## src/hdl/mslcg_pkg.sv

```systemverilog
// Shared types and constants for the multi-stream LCG range draw core.
`default_nettype none
package mslcg_pkg;

    localparam int DATA_W    = 32;
    localparam int STREAM_W  = 3;
    localparam int ACTION_W  = 2;
    localparam int MULT_W    = 15;
    localparam int COUNT_W   = DATA_W + 1;
    localparam int FRAC_SHIFT = 10;
    localparam int FRAC_BITS  = 22;
    localparam int PROD_W    = COUNT_W + FRAC_BITS;

    localparam logic [MULT_W-1:0] LCG_MULT     = 15'h41A7;
    localparam logic [DATA_W-1:0] SEED_DEFAULT = 32'd999;

    typedef enum logic [ACTION_W-1:0] {
        ACT_SEED    = 2'd0,
        ACT_ADVANCE = 2'd1,
        ACT_DRAW    = 2'd2,
        ACT_READ    = 2'd3
    } t_action;

    typedef enum logic [1:0] {
        S_IDLE,
        S_CALC,
        S_SCALE,
        S_DONE
    } t_state;

    typedef struct packed {
        logic load;
        logic calc;
        logic scale;
        logic finish;
    } t_dp_cmd;

    typedef struct packed {
        logic is_draw;
        logic out_free;
    } t_dp_sts;

endpackage
`default_nettype wire

```

## src/hdl/mslcg_if.sv

```systemverilog
// Request and response channel interfaces.
`default_nettype none
interface mslcg_req_if;
    logic                              valid;
    logic                              ready;
    logic [mslcg_pkg::ACTION_W-1:0]    action;
    logic [mslcg_pkg::STREAM_W-1:0]    stream;
    logic signed [mslcg_pkg::DATA_W-1:0] seed_value;
    logic signed [mslcg_pkg::DATA_W-1:0] first_bound;
    logic signed [mslcg_pkg::DATA_W-1:0] second_bound;

    modport source (output valid, action, stream, seed_value, first_bound, second_bound,
                    input ready);
    modport sink   (input valid, action, stream, seed_value, first_bound, second_bound,
                    output ready);
endinterface

interface mslcg_rsp_if;
    logic                                valid;
    logic                                ready;
    logic signed [mslcg_pkg::DATA_W-1:0] value;

    modport source (output valid, value, input ready);
    modport sink   (input valid, value, output ready);
endinterface
`default_nettype wire

```

## src/hdl/mslcg_ctrl.sv

```systemverilog
// Controller state machine sequencing one request through the datapath.
`default_nettype none
module mslcg_ctrl (
    input  wire logic               i_clk,
    input  wire logic               i_rst_n,
    input  wire logic               i_req_valid,
    output logic                    o_req_ready,
    input  wire mslcg_pkg::t_dp_sts i_sts,
    output mslcg_pkg::t_dp_cmd      o_cmd
);

    mslcg_pkg::t_state r_state;
    mslcg_pkg::t_state n_state;

    always_ff @(posedge i_clk) begin
        if (!i_rst_n) begin
            r_state <= mslcg_pkg::S_IDLE;
        end else begin
            r_state <= n_state;
        end
    end

    always_comb begin
        n_state = r_state;
        case (r_state)
            mslcg_pkg::S_IDLE: begin
                if (i_req_valid) n_state = mslcg_pkg::S_CALC;
            end
            mslcg_pkg::S_CALC: begin
                n_state = i_sts.is_draw ? mslcg_pkg::S_SCALE : mslcg_pkg::S_DONE;
            end
            mslcg_pkg::S_SCALE: begin
                n_state = mslcg_pkg::S_DONE;
            end
            mslcg_pkg::S_DONE: begin
                if (i_sts.out_free) n_state = mslcg_pkg::S_IDLE;
            end
            default: begin
                n_state = mslcg_pkg::S_IDLE;
            end
        endcase
    end

    always_comb begin
        o_req_ready  = 1'b0;
        o_cmd        = '0;
        case (r_state)
            mslcg_pkg::S_IDLE: begin
                o_req_ready = 1'b1;
                o_cmd.load  = i_req_valid;
            end
            mslcg_pkg::S_CALC: begin
                o_cmd.calc = 1'b1;
            end
            mslcg_pkg::S_SCALE: begin
                o_cmd.scale = 1'b1;
            end
            mslcg_pkg::S_DONE: begin
                o_cmd.finish = i_sts.out_free;
            end
            default: begin
                o_req_ready = 1'b0;
            end
        endcase
    end

endmodule
`default_nettype wire

```

## src/hdl/mslcg_dp.sv

```systemverilog
// Datapath: stream state memory, LCG step, range scaling and output register.
`default_nettype none
module mslcg_dp #(
    parameter int NUM_STREAMS = 5
) (
    input  wire logic                                i_clk,
    input  wire logic                                i_rst_n,
    input  wire mslcg_pkg::t_dp_cmd                  i_cmd,
    output mslcg_pkg::t_dp_sts                       o_sts,
    input  wire logic [mslcg_pkg::ACTION_W-1:0]      i_action,
    input  wire logic [mslcg_pkg::STREAM_W-1:0]      i_stream,
    input  wire logic signed [mslcg_pkg::DATA_W-1:0] i_seed_value,
    input  wire logic signed [mslcg_pkg::DATA_W-1:0] i_first_bound,
    input  wire logic signed [mslcg_pkg::DATA_W-1:0] i_second_bound,
    output logic                                     o_out_valid,
    input  wire logic                                i_out_ready,
    output logic signed [mslcg_pkg::DATA_W-1:0]      o_out_value
);

    localparam int IDX_W = (NUM_STREAMS > 1) ? $clog2(NUM_STREAMS) : 1;
    localparam int EXT_W = (IDX_W > mslcg_pkg::STREAM_W) ? IDX_W : mslcg_pkg::STREAM_W;
    localparam int DW    = mslcg_pkg::DATA_W;

    logic [DW-1:0]          r_mem [NUM_STREAMS];
    logic [NUM_STREAMS-1:0] r_written;

    logic [EXT_W-1:0] w_stream_ext;
    logic [IDX_W-1:0] w_addr;
    logic             w_in_range;

    mslcg_pkg::t_action r_action;
    logic               r_in_range;
    logic [IDX_W-1:0]   r_addr;
    logic [DW-1:0]      r_seed;
    logic signed [DW-1:0] r_first;
    logic signed [DW-1:0] r_second;
    logic [DW-1:0]      r_mem_q;
    logic               r_mem_vld;

    logic [DW-1:0]      r_new_state;
    logic [DW-1:0]      r_base;
    logic [mslcg_pkg::COUNT_W-1:0] r_count;
    logic [DW-1:0]      r_off;

    logic               r_out_valid;
    logic [DW-1:0]      r_out_value;

    logic [DW-1:0]      w_cur;
    logic [DW-1:0]      w_step;
    logic [DW-1:0]      n_new_state;
    logic               w_swap;
    logic signed [DW:0] w_lo;
    logic signed [DW:0] w_hi;
    logic [DW:0]        w_span;
    logic [mslcg_pkg::PROD_W-1:0] w_prod;
    logic [DW-1:0]      n_out_value;

    assign w_stream_ext = EXT_W'(i_stream);
    assign w_addr       = w_stream_ext[IDX_W-1:0];
    assign w_in_range   = (32'(i_stream) < 32'(NUM_STREAMS));

    // request capture and state read
    always_ff @(posedge i_clk) begin
        if (i_cmd.load) begin
            r_action   <= mslcg_pkg::t_action'(i_action);
            r_in_range <= w_in_range;
            r_addr     <= w_addr;
            r_seed     <= i_seed_value;
            r_first    <= i_first_bound;
            r_second   <= i_second_bound;
            r_mem_q    <= r_mem[w_addr];
            r_mem_vld  <= w_in_range && r_written[w_addr];
        end
        if (i_cmd.finish && r_in_range) begin
            r_mem[r_addr] <= r_new_state;
        end
    end

    // entries never written read as the reset state
    always_ff @(posedge i_clk) begin
        if (!i_rst_n) begin
            r_written <= '0;
        end else if (i_cmd.finish && r_in_range) begin
            r_written[r_addr] <= 1'b1;
        end
    end

    assign w_cur  = r_mem_vld ? r_mem_q : mslcg_pkg::SEED_DEFAULT;
    assign w_step = w_cur * DW'(mslcg_pkg::LCG_MULT);

    always_comb begin
        case (r_action)
            mslcg_pkg::ACT_SEED: begin
                n_new_state = (r_seed != '0) ? r_seed : mslcg_pkg::SEED_DEFAULT;
            end
            mslcg_pkg::ACT_ADVANCE: begin
                n_new_state = w_step;
            end
            mslcg_pkg::ACT_DRAW: begin
                n_new_state = w_step;
            end
            default: begin
                n_new_state = w_cur;
            end
        endcase
    end

    assign w_swap = (r_second < r_first);
    assign w_lo   = w_swap ? {r_second[DW-1], r_second} : {r_first[DW-1], r_first};
    assign w_hi   = w_swap ? {r_first[DW-1], r_first} : {r_second[DW-1], r_second};
    assign w_span = w_hi - w_lo;

    always_ff @(posedge i_clk) begin
        if (i_cmd.calc) begin
            r_new_state <= n_new_state;
            r_base      <= w_lo[DW-1:0];
            r_count     <= mslcg_pkg::COUNT_W'(w_span) + mslcg_pkg::COUNT_W'(1);
        end
    end

    // count * m, m being the top fraction bits of the new state
    assign w_prod = mslcg_pkg::PROD_W'(r_count)
                  * mslcg_pkg::PROD_W'(r_new_state[DW-1:mslcg_pkg::FRAC_SHIFT]);

    always_ff @(posedge i_clk) begin
        if (i_cmd.scale) begin
            r_off <= w_prod[mslcg_pkg::FRAC_BITS +: DW];
        end
    end

    always_comb begin
        if (!r_in_range) begin
            n_out_value = '0;
        end else if (r_action == mslcg_pkg::ACT_DRAW) begin
            n_out_value = r_base + r_off;
        end else begin
            n_out_value = r_new_state;
        end
    end

    always_ff @(posedge i_clk) begin
        if (!i_rst_n) begin
            r_out_valid <= 1'b0;
        end else if (i_cmd.finish) begin
            r_out_valid <= 1'b1;
        end else if (i_out_ready) begin
            r_out_valid <= 1'b0;
        end
    end

    always_ff @(posedge i_clk) begin
        if (i_cmd.finish) begin
            r_out_value <= n_out_value;
        end
    end

    assign o_sts.is_draw  = r_in_range && (r_action == mslcg_pkg::ACT_DRAW);
    assign o_sts.out_free = !r_out_valid || i_out_ready;
    assign o_out_valid    = r_out_valid;
    assign o_out_value    = r_out_value;

endmodule
`default_nettype wire

```

## src/hdl/multi_stream_lcg_range_draw_core.sv

```systemverilog
// Sequence per request: capture and read, LCG step, range multiply (draws to a valid stream only),
// write-back and output load; the controller takes no new request until the output is loaded,
// and that load waits while a previous result is still unaccepted.
// Reset: synchronous active low; every stream reads as 999 until first written,
// tracked by per-stream written flags, so no clearing pass is needed.
`default_nettype none
module multi_stream_lcg_range_draw_core #(
    parameter int NUM_STREAMS = 5
) (
    input  wire logic    i_clk,
    input  wire logic    i_rst_n,
    mslcg_req_if.sink    i_req,
    mslcg_rsp_if.source  o_rsp
);

    mslcg_pkg::t_dp_cmd w_cmd;
    mslcg_pkg::t_dp_sts w_sts;
    logic               w_req_ready;

    assign i_req.ready = w_req_ready;

    mslcg_ctrl u_ctrl (
        .i_clk       (i_clk),
        .i_rst_n     (i_rst_n),
        .i_req_valid (i_req.valid),
        .o_req_ready (w_req_ready),
        .i_sts       (w_sts),
        .o_cmd       (w_cmd)
    );

    mslcg_dp #(
        .NUM_STREAMS (NUM_STREAMS)
    ) u_dp (
        .i_clk          (i_clk),
        .i_rst_n        (i_rst_n),
        .i_cmd          (w_cmd),
        .o_sts          (w_sts),
        .i_action       (i_req.action),
        .i_stream       (i_req.stream),
        .i_seed_value   (i_req.seed_value),
        .i_first_bound  (i_req.first_bound),
        .i_second_bound (i_req.second_bound),
        .o_out_valid    (o_rsp.valid),
        .i_out_ready    (o_rsp.ready),
        .o_out_value    (o_rsp.value)
    );

endmodule
`default_nettype wire
```

## src/flat_wrapper.sv

```systemverilog
// flat-port wrapper written by rule: the top's interface ports become plain ports
module multi_stream_lcg_range_draw_core_flat 
#(
    parameter int NUM_STREAMS = 5
)
  (i_clk, i_rst_n, i_req_valid, i_req_action, i_req_stream, i_req_seed_value, i_req_first_bound, i_req_second_bound, i_req_ready, o_rsp_valid, o_rsp_value, o_rsp_ready);
  mslcg_req_if i_req_i ();
  mslcg_rsp_if o_rsp_i ();
  input  wire logic i_clk;
  input  wire logic i_rst_n;
  input wire logic [$bits(i_req_i.valid)-1:0] i_req_valid;
  input wire logic [$bits(i_req_i.action)-1:0] i_req_action;
  input wire logic [$bits(i_req_i.stream)-1:0] i_req_stream;
  input wire logic [$bits(i_req_i.seed_value)-1:0] i_req_seed_value;
  input wire logic [$bits(i_req_i.first_bound)-1:0] i_req_first_bound;
  input wire logic [$bits(i_req_i.second_bound)-1:0] i_req_second_bound;
  output wire logic [$bits(i_req_i.ready)-1:0] i_req_ready;
  output wire logic [$bits(o_rsp_i.valid)-1:0] o_rsp_valid;
  output wire logic [$bits(o_rsp_i.value)-1:0] o_rsp_value;
  input wire logic [$bits(o_rsp_i.ready)-1:0] o_rsp_ready;
  assign i_req_i.valid = i_req_valid;
  assign i_req_i.action = i_req_action;
  assign i_req_i.stream = i_req_stream;
  assign i_req_i.seed_value = i_req_seed_value;
  assign i_req_i.first_bound = i_req_first_bound;
  assign i_req_i.second_bound = i_req_second_bound;
  assign i_req_ready = i_req_i.ready;
  assign o_rsp_valid = o_rsp_i.valid;
  assign o_rsp_value = o_rsp_i.value;
  assign o_rsp_i.ready = o_rsp_ready;
  multi_stream_lcg_range_draw_core #(.NUM_STREAMS(NUM_STREAMS)) u_core (.i_clk(i_clk), .i_rst_n(i_rst_n), .i_req(i_req_i), .o_rsp(o_rsp_i));
endmodule
```

## config.mk

```make
export PLATFORM = sky130hd
export DESIGN_NAME = multi_stream_lcg_range_draw_core_flat
export DESIGN_NICKNAME = d
export VERILOG_FILES = /design/src/hdl/mslcg_pkg.sv /design/src/hdl/mslcg_if.sv /design/src/hdl/mslcg_ctrl.sv /design/src/hdl/mslcg_dp.sv /design/src/hdl/multi_stream_lcg_range_draw_core.sv /design/src/flat_wrapper.sv
export SDC_FILE = /design/constraint.sdc
export NUM_CORES = 2
export LEC_CHECK = 0
export ABC_AREA = 1
export BUFFER_PORTS_ARGS = -buffer_cell sky130_fd_sc_hd__buf_2
export CORE_MARGIN = 2
export CORE_UTILIZATION = 63
export CTS_BUF_LIST = sky130_fd_sc_hd__clkbuf_16
export CTS_CLUSTER_DIAMETER = 100
export DETAILED_ROUTE_END_ITERATION = 16
export PLACE_DENSITY = 0.84
export SYNTH_ARGS = -nofsm -noshare
export SYNTH_HDL_FRONTEND = slang
export SYNTH_SLANG_ARGS = --single-unit
```

## constraint.sdc

```tcl
create_clock -name i_clk -period 7.6 [get_ports i_clk]
set_input_delay 0.38 -clock i_clk [delete_from_list [all_inputs] [get_ports i_clk]]
set_output_delay 0.38 -clock i_clk [all_outputs]
set_load 0.01 [all_outputs]
```

# Yosys cells after proc, flatten, opt, wreduce, memory -nomap -nowiden
# Memory sizes are Yosys's and may differ from the RTL's. A register that Yosys moved wholly into a read port is not among the register bits.
# Index checks and enable logic that the tools add are counted.
[totals]
out_inout_bits = 34
ram_bits = 160
input_bits = 105
mem_count = 1
regBits = 272
word_cells = 69
[op_classes]
reduce_logical = 12
magnitude_cmp = 5
bitwise = 1
mux = 23
mul = 2
addsub = 3
n_eq_ne = 7
[mem_list]
columns = ["name", "depth", "word_bits", "rd", "rd_ports_with_merged_regs", "write_ports", "line_no", "rtl"]
rows = [
  ["u_core.u_dp.r_mem", 5, 32, 1, 1, 1, "mslcg_dp.sv:24", "logic [DW-1:0] r_mem [NUM_STREAMS];"],
]
[op_table]
columns = ["operator", "count"]
rows = [
  ["$mux W32", 3],
  ["$mux W33", 2],
  ["$pmux W32 S2", 1],
  ["$mul A33 B22 Y54", 1],
  ["$add A33 B1 Y33 const B", 1],
  ["$sub A33 B33 Y33", 1],
  ["$add A32 B32 Y32", 1],
  ["$lt A32 B32 Y1", 1],
  ["$mul A32 B15 Y32 const B", 1],
  ["$reduce_bool A32 Y1", 1],
  ["$mux W1", 12],
  ["$lt A3 B4 Y1 const B", 2],
  ["$pmux W2 S4", 1],
  ["$eq A2 B2 Y1 const B", 3],
  ["$or A5 B5 Y5", 1],
  ["$eq A2 B1 Y1 const B", 2],
  ["$logic_and A1 B1 Y1", 4],
  ["$logic_not A2 Y1", 2],
  ["$mux W2", 2],
  ["$ne A2 B2 Y1 const B", 2],
  ["$bmux W1 S3", 1],
  ["$demux W1 S3", 1],
  ["$ge A3 B1 Y1 const B", 1],
  ["$lt A3 B3 Y1 const B", 1],
  ["other kinds (5)", 5],
]

# Depth between registers and ports, before layout
[logic_depth]
depth_word = 6
mapped_depth = 31
ltp_nobuf = 30

# Modules after synthesis
# A second synthesis with hierarchy kept.
[hier_totals]
cells_unflattened = 5916
area_unflattened_um2 = 52196.3
[modules_own_cells]
columns = ["mod", "cells_each", "area_each_um2", "n_inst"]
rows = [
  ["mslcg_dp", 5886, 51987.4, 1],
  ["mslcg_ctrl", 30, 209.0, 1],
]

# Worst setup path before layout
# OpenSTA, ideal clock, no wires.
[synth_path]
kind = "register -> register"
start = "reg u_core.u_dp.r_new_state[17]"
end = "reg u_core.u_dp.r_off[31], data pin"
stages_incl_launch_ff = 26
synth_period_minus_slack_ns = 6.185
n_path_buf = 2
path_slack_ns = 1.415
t_arrival_ns = 5.933
t_required_ns = 7.348
path_cell_list = "edfxtp_1 clkbuf_1 clkbuf_1 nand2_1 fa_1 inv_1 fa_1 inv_1 fa_1 fa_1 inv_1 fa_1 fa_1 inv_1 fa_1 inv_1 ha_1 nand2_1 inv_1 a21oi_1 a21boi_1 o21ai_0 a21oi_1 nand2_1 nand2_1 nand2_1"
[synth_via]
elab_chain_len = 1
[synth_rtl]
columns = ["element", "line_no", "rtl"]
rows = [
  ["from (decl)", "mslcg_dp.sv:40", "logic [DW-1:0] r_new_state;"],
  ["from (signal assigned)", "mslcg_dp.sv:115", "r_new_state <= n_new_state;"],
  ["$mul A33 B22 Y54", "mslcg_dp.sv:123", "* mslcg_pkg::PROD_W'(r_new_state[DW-1:mslcg_pkg::FRAC_SHIFT]);"],
  ["via u_core.u_dp.w_prod (one bit)", "mslcg_dp.sv:55", "logic [mslcg_pkg::PROD_W-1:0] w_prod;"],
  ["to (signal assigned)", "mslcg_dp.sv:127", "r_off <= w_prod[mslcg_pkg::FRAC_BITS +: DW];"],
  ["to (decl)", "mslcg_dp.sv:43", "logic [DW-1:0] r_off;"],
]
# The timed path passes the listed nets, and every way through them passes these cells.
# A chain may end at the register's enable or synchronous reset.

# Worst setup path after layout
[layout_path]
start = "reg u_core.u_dp.r_new_state[28]"
end = "reg u_core.u_dp.r_off[3], data pin"
# Same word-level chain as after synthesis.

==> reports/qor.txt <==
GR Util All Layers -> 36.13%
Port-buffer cells -> 138
Row Count -> 105
First-pass GRT wire length -> 236.3 mm
Commonest cells after routing, fill and taps aside -> 1368 x inv_1, 1234 x nand2_1, 730 x fa_1
Dpl hpwl -> 120.4 mm
Antenna-violating nets left -> 0
Fmax -> 137.2 MHz
Startpoint class of the critical path -> flip-flop
Worst-margin pin slew -> 1.202 ns
Die H -> 291.7 um
Mapped Area -> 52140 um^2
Unrepaired setup endpoints after global routing -> false
Required time of the critical path -> 7.99 ns
Max_slew headroom -> 19.89%
Synth async-reset ratio -> 0%
GP Congestion -> 1.022
Mapped Avg Cell Area -> 8.815 um^2
Drt initial violations -> 3933
Critical Path AT -> 7.67 ns
Hold Path Class -> input pin to flip-flop
Initial antenna violation count -> 7
Outcome -> complete, no violations
Final period util -> 95.88%
Sequential share of the synthesized area -> 26.57%
PostCTS Resize Cnt -> 0
DR vias -> 41290
Drt via density -> 5.717
Core ar. -> 81980 um^2
Cells after synthesis -> 5915
CTS tree -> built
Drt pass-1 iters -> 6
Slew Limit Fails -> 0
Ys flop type -> edfxtp_1
Area growth syn-to-layout -> 9.039%
Number of synthesized flops with an enable pin -> 456
Vias in the first global route -> 43230
# IOs -> 139
CTS Sinks -> 464
H-tree levels -> 2
Final hold slack -> 0.05685 ns
DR WL/cell -> 20.81 um
Synthesis Warnings -> 0
Skew final -> 0.04429 ns
Synth Register Bits -> 464
Most common cell after layout, fill and taps aside -> inv_1
Min Clock Period, post-route -> 7.287 ns
Cts bufs inserted -> 49
# nets final -> 7342
Clock root buffer -> clkbuf_16
Largest net degree at the start of global routing -> 72
# setup viols final -> 0
Worst-path clk slew -> 0.07 ns
Layout cells sized above 1 -> 7.400%
# DRC -> 0
Synth Net Count -> 7149
Max-cap violation count -> 0
Synth unique cells -> 59
Die W -> 291.7 um
Worst-Skew Late Latency -> 0.64 ns
Clk buf depth -> 3
Die Footprint -> 85080 um^2
Worst-path fanout max -> 14
Setup tns final -> 0 ns
CP Class -> flip-flop to flip-flop
Total gr overflow -> 0
Final wirelength -> 150.3 mm
Initial Util -> 63.60%
Endpoint type of the worst setup path -> flip-flop
Endpoints failing hold -> 0
-- synth_stat cells, drive strengths merged, types with 3 or more instances --
| library cell | instances | area (um^2) |
|---|---|---|
| a211oi | 3 | 22.52 |
| a21boi | 15 | 112.6 |
| a21o | 19 | 142.6 |
| a21oi | 227 | 1140 |
| a22oi | 13 | 97.59 |
| a31oi | 52 | 325.3 |
| and3 | 5 | 31.28 |
| buf | 61 | 336.6 |
| clkbuf | 150 | 564.3 |
| dfxtp | 8 | 160.2 |
| edfxtp | 456 | 13690 |
| fa | 730 | 14610 |
| ha | 399 | 4992 |
| inv | 1361 | 5116 |
| nand2 | 1271 | 4898 |
| nand3 | 125 | 643.1 |
| nand3b | 4 | 30.03 |
| nand4 | 33 | 206.5 |
| nor2 | 535 | 2096 |
| nor3 | 30 | 150.1 |
| nor4 | 19 | 125.1 |
| o211ai | 20 | 165.2 |
| o21a | 16 | 120.1 |
| o21ai | 239 | 1331 |
| o21bai | 21 | 161.4 |
| o221ai | 4 | 35.03 |
| or2 | 10 | 62.56 |
| xnor2 | 28 | 245.2 |
| xor2 | 51 | 446.7 |
-- sequential cells by signal, indices dropped and copies added (netlist names) --
signal                   cells
u_core.u_dp.r_first         32
u_core.u_dp.r_written        5
u_core.u_dp.r_mem_vld        1
u_core.u_dp.r_seed          32
u_core.u_dp.r_in_range       1
u_core.u_dp.r_count         33
u_core.u_dp.r_mem_q         32
u_core.u_dp.r_addr           3
u_core.u_dp.r_action         2
u_core.u_dp.o_out_valid      1
u_core.u_dp.o_out_value     32
u_core.u_dp.r_mem          160
u_core.u_ctrl.r_state        2
u_core.u_dp.r_base          32
u_core.u_dp.r_second        32
u_core.u_dp.r_new_state     32
u_core.u_dp.r_off           32
-- metal layers --
layer	track usage (%)	wire length, um
met1	46.07	55970
met2	61.59	73110
met3	6.279	14270
met4	14.36	6924
met5	0.2269	22
-- per-stage QoR --
| stage | cell area (um^2) | cells | util (%) | setup slack, ns |
|---|---|---|---|---|
| 6_report | 56850 | 7223 | 69.35 | 0.3133 |
| 5_1_grt | 56850 | 7222 | 69.35 | 0.02761 |
| 4_1_cts | 56840 | 7219 | 69.34 | 0.4593 |
| 3_5_place_dp | 54230 | 7027 | 66.15 | 0.5067 |
| 3_3_place_gp | 54230 | 7027 | 66.15 | 0.4048 |
| 2_1_floorplan | 52140 | 5915 | - | 1.415 |
-- critical path, stage by stage, from the launching register on --
cell and delay, ns:
edfxtp_1 1.15, buf_4 0.34, nand2_1 0.09, fa_1 0.53, inv_1 0.06, fa_1 0.54, fa_1 0.46, fa_1 0.42
fa_1 0.50, fa_1 0.57, fa_1 0.44, ha_1 0.41, nand2_1 0.15, nor2_1 0.21, inv_1 0.08, nor2_1 0.24
nand2_1 0.09, inv_1 0.08, nand2_1 0.05, nand3_1 0.19, xor2_1 0.41
-- kinds of logic (layout without fill, tap and decap cells) --
| family | Yosys count | in the layout | share of synthesized area, % |
|---|---|---|---|
| simple gates | 2033 | 2033 | 15.82 |
| buf+inv | 1573 | 1807 | 11.55 |
| fa+ha+maj | 1129 | 1129 | 37.60 |
| compound gates | 637 | 637 | 7.134 |
| flops | 464 | 464 | 26.57 |
| xor+xnor | 79 | 79 | 1.327 |
| other cells | 0 | 4 | 0 |
-- cell type report --
type	instances	area, um^2
Multi-Input combinational cell	3878	32310
Fill cell	6132	25120
Sequential cell	464	13850
Inverter	1362	5122
Timing Repair Buffer	353	2605
Tap cell	1070	1339
Clock buffer	49	1226
Clock inverter	43	389.1
Antenna cell	4	10.01
-- worst paths after layout --
path / startpoint / slack [ns] / depth (start not counted) / endpoint
max reg2reg: u_core.u_dp.r_new_state[28] / 0.31 / 20 / u_core.u_dp.r_off[3]
max: u_core.u_dp.r_new_state[28] / 0.31 / 20 / u_core.u_dp.r_off[3]
min: o_rsp_ready / 0.06 / 4 / u_core.u_dp.o_out_valid
min reg2reg: u_core.u_dp.r_written[3] / 0.47 / 2 / u_core.u_dp.r_written[3]
-- what timing repair did --
item | CTS | global route
buffers inserted | 0 | 0
endpoints found under the hold margin | 100 | 0
hold buffers | 100 | 0
Power is left out: the tool's default activity adds up to more than one toggle a clock period on the data nets, which glitch-free logic cannot reach.
